===== src/rtl/rc4ks_pkg.sv =====
// ----------------------------------------------------------------------------
// rc4ks_pkg
// Shared types and constants for the RC4 keystream cipher block.
// ----------------------------------------------------------------------------
package rc4ks_pkg;

    localparam int MAX_STATE     = 256;
    localparam int MAX_KEY_BYTES = 16;
    localparam int ADDR_W        = $clog2(MAX_STATE);
    localparam int SIZE_W        = 9;
    localparam int KLEN_W        = 5;
    localparam int KIDX_W        = $clog2(MAX_KEY_BYTES);
    localparam int SUM_W         = 10;
    localparam int CFG_IDX_W     = 2;
    localparam int SHIFT_W       = 4;
    localparam int MOD_TOP_SHIFT = 8;

    typedef enum logic [CFG_IDX_W-1:0] {
        REG_PERM_SIZE = 2'd0,
        REG_KEY_LEN   = 2'd1,
        REG_KEY_LOW   = 2'd2,
        REG_KEY_HIGH  = 2'd3
    } cfg_reg_t;

    typedef enum logic {
        KIND_REKEY = 1'b0,
        KIND_DATA  = 1'b1
    } kind_t;

    // Destination of a finished modulo reduction.
    typedef enum logic [1:0] {
        DST_I = 2'd0,
        DST_J = 2'd1,
        DST_T = 2'd2
    } dst_t;

    typedef enum logic [14:0] {
        ST_IDLE    = 15'b000000000000001,
        ST_FILL    = 15'b000000000000010,
        ST_SCH_RDK = 15'b000000000000100,
        ST_SCH_J   = 15'b000000000001000,
        ST_SCH_RDJ = 15'b000000000010000,
        ST_SCH_SW1 = 15'b000000000100000,
        ST_SCH_SW2 = 15'b000000001000000,
        ST_D_RDI   = 15'b000000010000000,
        ST_D_J     = 15'b000000100000000,
        ST_D_RDJ   = 15'b000001000000000,
        ST_D_SW1   = 15'b000010000000000,
        ST_D_SW2   = 15'b000100000000000,
        ST_D_RDT   = 15'b001000000000000,
        ST_D_OUT   = 15'b010000000000000,
        ST_MOD     = 15'b100000000000000
    } state_t;

endpackage


===== src/rtl/rc4_keystream_cipher.sv =====
// ----------------------------------------------------------------------------
// rc4_keystream_cipher
// RC4 keystream generator and byte cipher with a configurable permutation size.
// ----------------------------------------------------------------------------
// Usage:
//   cfg channel : cfg_valid/cfg_ready with cfg_index and cfg_data. Registers are
//                 the table size N (2..256), the key length (1..16), key_low
//                 and key_high (key bytes 0..7 and 8..15). Write only while idle.
//   s channel   : one request per item. s_kind = rekey runs the key schedule
//                 and gives no result; s_kind = data encrypts s_data_byte.
//   m channel   : one result per data request: m_keystream_value = S[t] and
//                 m_cipher_byte = data byte XOR S[t].
// Datapath: all work goes through one permutation RAM (one read and one
//   write port) and one adder with a modulo-N reducer, stepped by a one-hot
//   sequencer. A data request advances i, reads S[i], forms j, reads S[j],
//   writes the swap, reads S[t] and gives the result; a new request is taken
//   only back in idle. Each modulo reduction of a sum at or above 3N (only
//   after N shrinks without a rekey, or with key bytes far above N) runs the
//   iterative shift-and-subtract. A rekey writes the identity fill, then per
//   schedule entry reads S[k], forms j, reads S[j] and writes the swap.
// Reset clears i, j, the sequencer and the registers (N = 256, 16 key bytes,
//   key zero). The permutation is undefined until the first rekey.
// A stalled receiver holds the result in its register; the next request is
//   still accepted and worked, and the block waits only if a second result is ready.
// ----------------------------------------------------------------------------
module rc4_keystream_cipher (
    input  logic                       aclk,
    input  logic                       aresetn,
    // configuration
    input  logic                       cfg_valid,
    output logic                       cfg_ready,
    input  logic [rc4ks_pkg::CFG_IDX_W-1:0] cfg_index,
    input  logic [63:0]                cfg_data,
    // input requests
    input  logic                       s_valid,
    output logic                       s_ready,
    input  logic                       s_kind,
    input  logic [7:0]                 s_data_byte,
    // results
    output logic                       m_valid,
    input  logic                       m_ready,
    output logic [7:0]                 m_keystream_value,
    output logic [7:0]                 m_cipher_byte
);

    import rc4ks_pkg::*;

    // ---------------- configuration registers ----------------
    logic [SIZE_W-1:0] perm_size_reg;
    logic [KLEN_W-1:0] key_len_reg;
    logic [63:0]       key_low_reg;
    logic [63:0]       key_high_reg;

    always_ff @(posedge aclk) begin
        if (!aresetn) begin
            perm_size_reg  <= SIZE_W'(MAX_STATE);
            key_len_reg    <= KLEN_W'(MAX_KEY_BYTES);
            key_low_reg    <= '0;
            key_high_reg   <= '0;
        end else if (cfg_valid && cfg_ready) begin
            case (cfg_reg_t'(cfg_index))
                REG_PERM_SIZE: perm_size_reg <= cfg_data[SIZE_W-1:0];
                REG_KEY_LEN:   key_len_reg   <= cfg_data[KLEN_W-1:0];
                REG_KEY_LOW:   key_low_reg   <= cfg_data;
                REG_KEY_HIGH:  key_high_reg  <= cfg_data;
                default: ;
            endcase
        end
    end

    assign cfg_ready = 1'b1;

    // Clamp the registers to their legal ranges.
    logic [SIZE_W-1:0] n_eff;
    logic [KLEN_W-1:0] klen_eff;

    always_comb begin
        if (perm_size_reg < SIZE_W'(2)) begin
            n_eff = SIZE_W'(2);
        end else if (perm_size_reg > SIZE_W'(MAX_STATE)) begin
            n_eff = SIZE_W'(MAX_STATE);
        end else begin
            n_eff = perm_size_reg;
        end
        if (key_len_reg < KLEN_W'(1)) begin
            klen_eff = KLEN_W'(1);
        end else if (key_len_reg > KLEN_W'(MAX_KEY_BYTES)) begin
            klen_eff = KLEN_W'(MAX_KEY_BYTES);
        end else begin
            klen_eff = key_len_reg;
        end
    end

    // ---------------- sequencer and datapath registers ----------------
    state_t              state_reg, state_next;
    state_t              ret_reg, ret_next;     // where to go after a reduction
    dst_t                dst_reg, dst_next;     // which index a reduction lands in
    logic [ADDR_W-1:0]   i_reg, i_next;
    logic [ADDR_W-1:0]   j_reg, j_next;         // also the schedule's running j
    logic [ADDR_W-1:0]   t_reg, t_next;
    logic [SIZE_W-1:0]   k_reg, k_next;         // schedule entry counter
    logic [KIDX_W-1:0]   kidx_reg, kidx_next;   // key byte index, wraps at key length
    logic [7:0]          si_reg, si_next;       // S[i] (or S[k] in the schedule)
    logic [7:0]          sj_reg, sj_next;
    logic [7:0]          data_reg, data_next;
    logic [SUM_W-1:0]    mod_val_reg, mod_val_next;
    logic [SHIFT_W-1:0]  sh_reg, sh_next;
    logic                m_valid_reg, m_valid_next;
    logic [7:0]          ks_out_reg, ks_out_next;
    logic [7:0]          cb_out_reg, cb_out_next;

    always_ff @(posedge aclk) begin
        if (!aresetn) begin
            state_reg   <= ST_IDLE;
            ret_reg     <= ST_IDLE;
            dst_reg     <= DST_I;
            i_reg       <= '0;
            j_reg       <= '0;
            k_reg       <= '0;
            kidx_reg    <= '0;
            sh_reg      <= '0;
            m_valid_reg <= 1'b0;
        end else begin
            state_reg   <= state_next;
            ret_reg     <= ret_next;
            dst_reg     <= dst_next;
            i_reg       <= i_next;
            j_reg       <= j_next;
            k_reg       <= k_next;
            kidx_reg    <= kidx_next;
            sh_reg      <= sh_next;
            m_valid_reg <= m_valid_next;
        end
    end

    // payload registers need no reset
    always_ff @(posedge aclk) begin
        t_reg       <= t_next;
        si_reg      <= si_next;
        sj_reg      <= sj_next;
        data_reg    <= data_next;
        mod_val_reg <= mod_val_next;
        ks_out_reg  <= ks_out_next;
        cb_out_reg  <= cb_out_next;
    end

    // ---------------- permutation RAM ----------------
    logic              ram_we;
    logic [ADDR_W-1:0] ram_wa;
    logic [7:0]        ram_wd;
    logic              ram_re;
    logic [ADDR_W-1:0] ram_ra;
    logic [7:0]        ram_rd;

    rc4ks_ram #(
        .WIDTH (8),
        .DEPTH (MAX_STATE)
    ) u_perm_ram (
        .aclk    (aclk),
        .wr_en   (ram_we),
        .wr_addr (ram_wa),
        .wr_data (ram_wd),
        .rd_en   (ram_re),
        .rd_addr (ram_ra),
        .rd_data (ram_rd)
    );

    // ---------------- shared adder and modulo-N reducer ----------------
    logic [SUM_W-1:0]   op_a, op_b, op_c, sum;
    logic [SUM_W-1:0]   n10, n2;
    logic [SUM_W:0]     n3;
    logic               fast_ok;
    logic [SUM_W-1:0]   fast_val;
    logic [17:0]        mod_cmp, mod_ext;
    logic [SUM_W-1:0]   mod_step_val;
    logic [7:0]         key_sel;
    logic [127:0]       key_all;

    assign sum = op_a + op_b + op_c;
    assign n10 = SUM_W'(n_eff);
    assign n2  = {n_eff, 1'b0};
    assign n3  = {1'b0, n2} + (SUM_W+1)'(n_eff);

    // Sums below 3N reduce in the same cycle; others go to the iterative path.
    always_comb begin
        fast_ok  = 1'b1;
        fast_val = sum;
        if (sum < n10) begin
            fast_val = sum;
        end else if (sum < n2) begin
            fast_val = sum - n10;
        end else if ({1'b0, sum} < n3) begin
            fast_val = sum - n2;
        end else begin
            fast_ok  = 1'b0;
        end
    end

    // One restoring shift-and-subtract step per cycle.
    assign mod_ext = 18'(mod_val_reg);
    assign mod_cmp = 18'(n_eff) << sh_reg;
    assign mod_step_val = (mod_ext >= mod_cmp) ? SUM_W'(mod_ext - mod_cmp) : mod_val_reg;

    assign key_all = {key_high_reg, key_low_reg};
    assign key_sel = key_all[kidx_reg*8 +: 8];

    // ---------------- sequencer ----------------
    logic              red_go;
    dst_t              red_dst;
    state_t            red_ret;
    logic              fin_valid;
    dst_t              fin_dst;
    logic [ADDR_W-1:0] fin_value;
    logic              last_entry;

    assign last_entry = (k_reg == n_eff - SIZE_W'(1));
    assign s_ready    = (state_reg == ST_IDLE);

    always_comb begin
        state_next   = state_reg;
        ret_next     = ret_reg;
        dst_next     = dst_reg;
        i_next       = i_reg;
        j_next       = j_reg;
        t_next       = t_reg;
        k_next       = k_reg;
        kidx_next    = kidx_reg;
        si_next      = si_reg;
        sj_next      = sj_reg;
        data_next    = data_reg;
        mod_val_next = mod_val_reg;
        sh_next      = sh_reg;
        ks_out_next  = ks_out_reg;
        cb_out_next  = cb_out_reg;
        m_valid_next = m_valid_reg && !m_ready;
        ram_we       = 1'b0;
        ram_wa       = '0;
        ram_wd       = '0;
        ram_re       = 1'b0;
        ram_ra       = '0;
        op_a         = '0;
        op_b         = '0;
        op_c         = '0;
        red_go       = 1'b0;
        red_dst      = DST_I;
        red_ret      = ST_IDLE;
        fin_valid    = 1'b0;
        fin_dst      = DST_I;
        fin_value    = '0;

        case (state_reg)
            ST_IDLE: begin
                if (s_valid) begin
                    data_next = s_data_byte;
                    if (kind_t'(s_kind) == KIND_REKEY) begin
                        i_next     = '0;
                        j_next     = '0;
                        k_next     = '0;
                        state_next = ST_FILL;
                    end else begin
                        // advance i
                        op_a    = SUM_W'(i_reg);
                        op_b    = SUM_W'(1);
                        red_go  = 1'b1;
                        red_dst = DST_I;
                        red_ret = ST_D_RDI;
                    end
                end
            end
            ST_FILL: begin
                ram_we = 1'b1;
                ram_wa = k_reg[ADDR_W-1:0];
                ram_wd = k_reg[7:0];
                if (last_entry) begin
                    k_next     = '0;
                    kidx_next  = '0;
                    j_next     = '0;
                    state_next = ST_SCH_RDK;
                end else begin
                    k_next = k_reg + SIZE_W'(1);
                end
            end
            ST_SCH_RDK: begin
                ram_re     = 1'b1;
                ram_ra     = k_reg[ADDR_W-1:0];
                state_next = ST_SCH_J;
            end
            ST_SCH_J: begin
                si_next = ram_rd;
                op_a    = SUM_W'(j_reg);
                op_b    = SUM_W'(ram_rd);
                op_c    = SUM_W'(key_sel);
                red_go  = 1'b1;
                red_dst = DST_J;
                red_ret = ST_SCH_RDJ;
            end
            ST_SCH_RDJ: begin
                ram_re     = 1'b1;
                ram_ra     = j_reg;
                state_next = ST_SCH_SW1;
            end
            ST_SCH_SW1: begin
                ram_we     = 1'b1;
                ram_wa     = k_reg[ADDR_W-1:0];
                ram_wd     = ram_rd;
                state_next = ST_SCH_SW2;
            end
            ST_SCH_SW2: begin
                ram_we = 1'b1;
                ram_wa = j_reg;
                ram_wd = si_reg;
                if (last_entry) begin
                    i_next     = '0;
                    j_next     = '0;
                    state_next = ST_IDLE;
                end else begin
                    k_next     = k_reg + SIZE_W'(1);
                    kidx_next  = ({1'b0, kidx_reg} == klen_eff - KLEN_W'(1)) ? '0
                                 : kidx_reg + KIDX_W'(1);
                    state_next = ST_SCH_RDK;
                end
            end
            ST_D_RDI: begin
                ram_re     = 1'b1;
                ram_ra     = i_reg;
                state_next = ST_D_J;
            end
            ST_D_J: begin
                si_next = ram_rd;
                op_a    = SUM_W'(j_reg);
                op_b    = SUM_W'(ram_rd);
                red_go  = 1'b1;
                red_dst = DST_J;
                red_ret = ST_D_RDJ;
            end
            ST_D_RDJ: begin
                ram_re     = 1'b1;
                ram_ra     = j_reg;
                state_next = ST_D_SW1;
            end
            ST_D_SW1: begin
                sj_next    = ram_rd;
                ram_we     = 1'b1;
                ram_wa     = i_reg;
                ram_wd     = ram_rd;
                state_next = ST_D_SW2;
            end
            ST_D_SW2: begin
                ram_we  = 1'b1;
                ram_wa  = j_reg;
                ram_wd  = si_reg;
                op_a    = SUM_W'(si_reg);
                op_b    = SUM_W'(sj_reg);
                red_go  = 1'b1;
                red_dst = DST_T;
                red_ret = ST_D_RDT;
            end
            ST_D_RDT: begin
                ram_re     = 1'b1;
                ram_ra     = t_reg;
                state_next = ST_D_OUT;
            end
            ST_D_OUT: begin
                // hold here while a previous result still waits
                if (!m_valid_reg || m_ready) begin
                    m_valid_next = 1'b1;
                    ks_out_next  = ram_rd;
                    cb_out_next  = data_reg ^ ram_rd;
                    state_next   = ST_IDLE;
                end
            end
            ST_MOD: begin
                mod_val_next = mod_step_val;
                if (sh_reg == '0) begin
                    fin_valid  = 1'b1;
                    fin_dst    = dst_reg;
                    fin_value  = mod_step_val[ADDR_W-1:0];
                    state_next = ret_reg;
                end else begin
                    sh_next = sh_reg - SHIFT_W'(1);
                end
            end
            default: begin
                state_next = ST_IDLE;
            end
        endcase

        // Start a reduction: finish now when the sum is small, else iterate.
        if (red_go) begin
            if (fast_ok) begin
                fin_valid  = 1'b1;
                fin_dst    = red_dst;
                fin_value  = fast_val[ADDR_W-1:0];
                state_next = red_ret;
            end else begin
                mod_val_next = sum;
                sh_next      = SHIFT_W'(MOD_TOP_SHIFT);
                dst_next     = red_dst;
                ret_next     = red_ret;
                state_next   = ST_MOD;
            end
        end

        if (fin_valid) begin
            case (fin_dst)
                DST_I:   i_next = fin_value;
                DST_J:   j_next = fin_value;
                DST_T:   t_next = fin_value;
                default: ;
            endcase
        end
    end

    assign m_valid           = m_valid_reg;
    assign m_keystream_value = ks_out_reg;
    assign m_cipher_byte     = cb_out_reg;

    // ---------------- assertions ----------------
    // A result appears only out of the output state.
    a_result_source: assert property (@(posedge aclk) disable iff (!aresetn)
        $rose(m_valid) |-> $past(state_reg == ST_D_OUT))
        else $error("result raised outside the output state");

    // Reduced indices stay below N when they address the RAM.
    a_i_reduced: assert property (@(posedge aclk) disable iff (!aresetn)
        (state_reg == ST_D_RDI) |-> (SIZE_W'(i_reg) < n_eff))
        else $error("index i not reduced below N");

    a_j_reduced: assert property (@(posedge aclk) disable iff (!aresetn)
        (state_reg == ST_D_RDJ || state_reg == ST_SCH_RDJ) |-> (SIZE_W'(j_reg) < n_eff))
        else $error("index j not reduced below N");

    a_t_reduced: assert property (@(posedge aclk) disable iff (!aresetn)
        (state_reg == ST_D_RDT) |-> (SIZE_W'(t_reg) < n_eff))
        else $error("index t not reduced below N");

    // The fill and the schedule walk only entries below N.
    a_k_range: assert property (@(posedge aclk) disable iff (!aresetn)
        (state_reg == ST_SCH_RDK || state_reg == ST_FILL) |-> (k_reg < n_eff))
        else $error("schedule counter past N");

endmodule


===== src/rtl/rc4ks_ram.sv =====
// ----------------------------------------------------------------------------
// rc4ks_ram
// Generic single-write, single-read RAM with a registered read port.
// ----------------------------------------------------------------------------
module rc4ks_ram #(
    parameter int WIDTH = 8,
    parameter int DEPTH = 256
) (
    input  logic                     aclk,
    input  logic                     wr_en,
    input  logic [$clog2(DEPTH)-1:0] wr_addr,
    input  logic [WIDTH-1:0]         wr_data,
    input  logic                     rd_en,
    input  logic [$clog2(DEPTH)-1:0] rd_addr,
    output logic [WIDTH-1:0]         rd_data
);

    logic [WIDTH-1:0] mem_reg [DEPTH];
    logic [WIDTH-1:0] rd_data_reg;

    always_ff @(posedge aclk) begin
        if (wr_en) begin
            mem_reg[wr_addr] <= wr_data;
        end
        // hold read data until the next read
        if (rd_en) begin
            rd_data_reg <= mem_reg[rd_addr];
        end
    end

    assign rd_data = rd_data_reg;

endmodule

===== config.mk =====
export PLATFORM = sky130hd
export DESIGN_NAME = rc4_keystream_cipher
export DESIGN_NICKNAME = d
export VERILOG_FILES = /design/src/rtl/rc4ks_pkg.sv /design/src/rtl/rc4_keystream_cipher.sv /design/src/rtl/rc4ks_ram.sv
export SDC_FILE = /design/constraint.sdc
export NUM_CORES = 2
export LEC_CHECK = 0
export ABC_AREA = 1
export BUFFER_PORTS_ARGS = -buffer_cell sky130_fd_sc_hd__buf_2
export CORE_MARGIN = 3
export CORE_UTILIZATION = 43
export DETAILED_ROUTE_END_ITERATION = 10
export GPL_TIMING_DRIVEN = 0
export PLACE_DENSITY_LB_ADDON = 0.1
export SETUP_SLACK_MARGIN = 0.1
export SYNTH_ARGS = -nofsm -noshare
export SYNTH_HDL_FRONTEND = slang
export SYNTH_HIERARCHICAL = 1
export SYNTH_SLANG_ARGS = --single-unit

===== constraint.sdc =====
create_clock -name aclk -period 26.3 [get_ports aclk]
set_clock_uncertainty 0.2 [all_clocks]
set_input_delay 5.26 -clock aclk [delete_from_list [all_inputs] [get_ports aclk]]
set_output_delay 5.26 -clock aclk [all_outputs]
set_load 0.01 [all_outputs]

==> flow_metrics.env <==
export IMPL_finalCritPeriodShare=0.4111
export IMPL_grt_antenna_before_repair=31
export IMPL_drt_pass1_iterations=6
export IMPL_slew_headroom=-0.1405
export IMPL_ys_ff_latch=2311
export IMPL_io_pins=99
export IMPL_postSynthAreaPerCell_um2=10.81
export IMPL_antenna_left=0
export IMPL_worstRegToRegCells=23
export IMPL_min_path_type="flip-flop to flip-flop"
export IMPL_whs_endpoint="key_high_reg[27]"
export IMPL_dieHeight_um=485.6
export IMPL_numPortBuffers=97
export IMPL_routabilityCongestion=1.010
export IMPL_dr_wl_met2_um=178500
export IMPL_grt_total_usage=0.3471
export IMPL_setup_viol=0
export IMPL_fillers=20704
export IMPL_tns_ns=0
export IMPL_drive_above_1_share=0.1039
export IMPL_most_common_layout_cells="nand2_1, nand3_1, edfxtp_1"
export IMPL_post_cts_resized=0
export IMPL_floorplan_initialDensity=0.4335
export IMPL_wl_met3_um=54090
export IMPL_synth_area_um2=98900
export IMPL_clk_latency_ns=0.93
export IMPL_hp_start="key_high_reg[27]"
export IMPL_criticalPathCategory="primary input to flip-flop"
export IMPL_cp_max_fo=10
export IMPL_period_minus_slack_ns=10.81
export IMPL_ys_flop_type="edfxtp_1"
export IMPL_whs_path_depth=2
export IMPL_fp_coreArea_um2=228200
export IMPL_r2r_setup_slack_ns=18.20
export IMPL_drtIter0Drc=12635
export IMPL_routedWlPerCell_um=32.62
export IMPL_drt_met1_wl_um=161800
export IMPL_area_delta_synth_final_pct=14.48
export IMPL_place_hpwl_um=301100
export IMPL_grt_overflow_total=0
export IMPL_root_buffer="clkbuf_16"
export IMPL_syn_num_nets=9310
export IMPL_synth_async_reset_ratio=0
export IMPL_yosys_warnings=6
export IMPL_largest_reg_flops=2048
export IMPL_rows=175
export IMPL_p_leak_nw=41.49
export IMPL_critPathCaptureType="flip-flop"
export IMPL_ys_types=62
export IMPL_maxCapViolCount=11
export IMPL_grt_max_degree=43
export IMPL_hold_buffers=0
export IMPL_worstMarginPinSlew_ns=1.711
export IMPL_status="finished, violations left"
export IMPL_cts_tree="built"
export IMPL_cts_inserted_buffers=237
export IMPL_drc=0
export IMPL_multiInputGateArea_um2=27510
export IMPL_seqCellArea_um2=67320
export IMPL_rsz0062_at_grt="no"
export IMPL_violations="max-capacitance violations, max-slew violations"
export IMPL_grt_pass1_vias=71003
export IMPL_synthCells=9149
export IMPL_fmax_mhz=92.48
export IMPL_power_density_nw_per_um2=72.62
export IMPL_clock_path_buffers=3
export IMPL_hold_ws_ns=0.2469
export IMPL_topRoutingLayerUsed="met5"
export IMPL_ys_seq_area_frac=0.6807
export IMPL_grt_pass1_wl_um=568700
export IMPL_r2r_end="t_reg[7]"
export IMPL_cts_htree_levels=4
export IMPL_synth_edf_count=2104
export IMPL_die_width_um=485.6
export IMPL_startpoint_type="primary input"
export IMPL_layout_commonest_cell="nand2_1"
export IMPL_slew_viol_final=91
export IMPL_wl_um=418800
export IMPL_worstPathRequired_ns=26.59
export IMPL_via_per_inst=6.064
export IMPL_worstReg2RegStart="kidx_reg[0]"
export IMPL_cts_setup_buffers=0
export IMPL_vias=77860
export IMPL_nNetsFinal=9765
export IMPL_dieArea_um2=235800
export IMPL_crit_arrival_ns=11.11
export IMPL_clk_pin_slew_ns=0.06
export IMPL_final_hold_violation_count=0
export IMPL_cts_sinks=2311
export IMPL_peakVddDrop_v=0.00005561
kinds of logic (layout without fill, tap and decap cells):
| family | Yosys count | after routing | synth area share |
|---|---|---|---|
| simple gates | 5082 | 5082 | 0.2236 |
| other cells | 1 | 24 | 0.00003792 |
| xor+xnor | 52 | 52 | 0.004605 |
| buf+inv | 957 | 1615 | 0.04322 |
| flops | 2311 | 2311 | 0.6807 |
| compound gates | 665 | 665 | 0.03660 |
| fa+ha+maj | 81 | 81 | 0.01123 |
how the worst max path moves through the flow:
stage | slack, ns | to | cells after the start | startpoint
floorplan | 15.78 | u_perm_ram/mem_reg[0][3] | 10 | state_reg[0]
global placement | 1.75 | u_perm_ram/mem_reg[71][5] | 10 | state_reg[5]
detailed placement | 14.60 | t_reg[3] | 22 | s_valid
CTS | 15.53 | t_reg[7] | 22 | s_valid
global route | 15.13 | t_reg[7] | 22 | s_valid
finish | 15.49 | t_reg[7] | 22 | s_valid
power by group:
| part | internal, W | switching (W) | leakage (nW) | total (W) |
|---|---|---|---|---|
| sequential | 0.00398 | 0.0000209 | 21.2 | 0.00400 |
| clock | 0.00186 | 0.00149 | 3.73 | 0.00334 |
| combinational | 0.000207 | 0.000667 | 16.5 | 0.000874 |
metal layers:
layer	track usage	up-vias
met5	0.001633	-
met1	0.4694	38460
met4	0.1702	14
met2	0.5087	5320
met3	0.1054	1004
li1	-	33062
critical path, stage by stage:
cell and delay, ns:
buf_2 0.10, inv_1 0.10, nor2_4 0.33, nand2_2 0.20, o21ai_0 0.31, fa_1 0.46, ha_1 0.24, fa_1 0.40
nand3_1 0.08, nand2_1 0.10, or2_2 0.28, nand2_1 0.14, inv_1 0.19, ha_1 0.36, inv_1 0.08, nor4_1 0.48
nand3_1 0.14, nand3_1 0.29, nand4_4 0.28, nand3_1 0.16, nand2_1 0.11, nor3_1 1.00
through the flow:
| stage | area, um2 | setup WS, ns | util | std cells | total power [W] |
|---|---|---|---|---|---|
| after floorplan | 98900 | 15.78 | - | 9149 | 0.004541 |
| after global placement | 103200 | 1.753 | 0.4521 | 12255 | 0.004917 |
| after detailed placement | 105400 | 14.60 | 0.4619 | 12366 | 0.004920 |
| after CTS | 113000 | 15.53 | 0.4954 | 12808 | 0.008220 |
| after global routing | 113200 | 15.13 | 0.4960 | 12818 | 0.008440 |
| final | 113200 | 15.49 | 0.4962 | 12839 | 0.008222 |
layout make-up:
type,count,share of cell area
flip-flops and latches,2311,0.5946
multi-input cells,5881,0.2430
clock buffers,309,0.05594
well taps,3009,0.03325
plain buffers,578,0.02532
repair buffers,216,0.02318
inverters,379,0.01265
clock inverters,133,0.01152
diodes,23,0.0005083
synthesized netlist by cell type, types with 3 or more instances:
library cell | instances | area (um2)
a21oi_1 | 319 | 1597
a21oi_2 | 4 | 35.03
a22oi_1 | 16 | 120.1
a31oi_1 | 5 | 31.28
buf_1 | 48 | 180.2
buf_2 | 273 | 1366
buf_4 | 47 | 352.8
buf_6 | 19 | 214.0
clkbuf_1 | 190 | 713.2
clkinv_1 | 3 | 11.26
dfxtp_1 | 207 | 4144
edfxtp_1 | 2104 | 63180
fa_1 | 13 | 260.3
ha_1 | 68 | 850.8
inv_1 | 361 | 1355
inv_2 | 12 | 45.04
nand2_1 | 2434 | 9136
nand2_2 | 14 | 87.58
nand3_1 | 2173 | 10880
nand3b_1 | 6 | 45.04
nand4_1 | 15 | 93.84
nor2_1 | 377 | 1415
nor2_2 | 8 | 50.05
nor2_4 | 5 | 56.30
nor3_1 | 24 | 120.1
nor3b_1 | 3 | 22.52
nor4_1 | 7 | 43.79
o211ai_1 | 10 | 75.07
o21ai_0 | 249 | 1246
o21ai_1 | 5 | 25.02
o221ai_1 | 19 | 166.4
o22ai_1 | 8 | 50.05
o31ai_1 | 12 | 90.09
or2_2 | 6 | 37.54
xnor2_1 | 10 | 87.58
xor2_1 | 42 | 367.9
(Power assumes the default switching activity.)
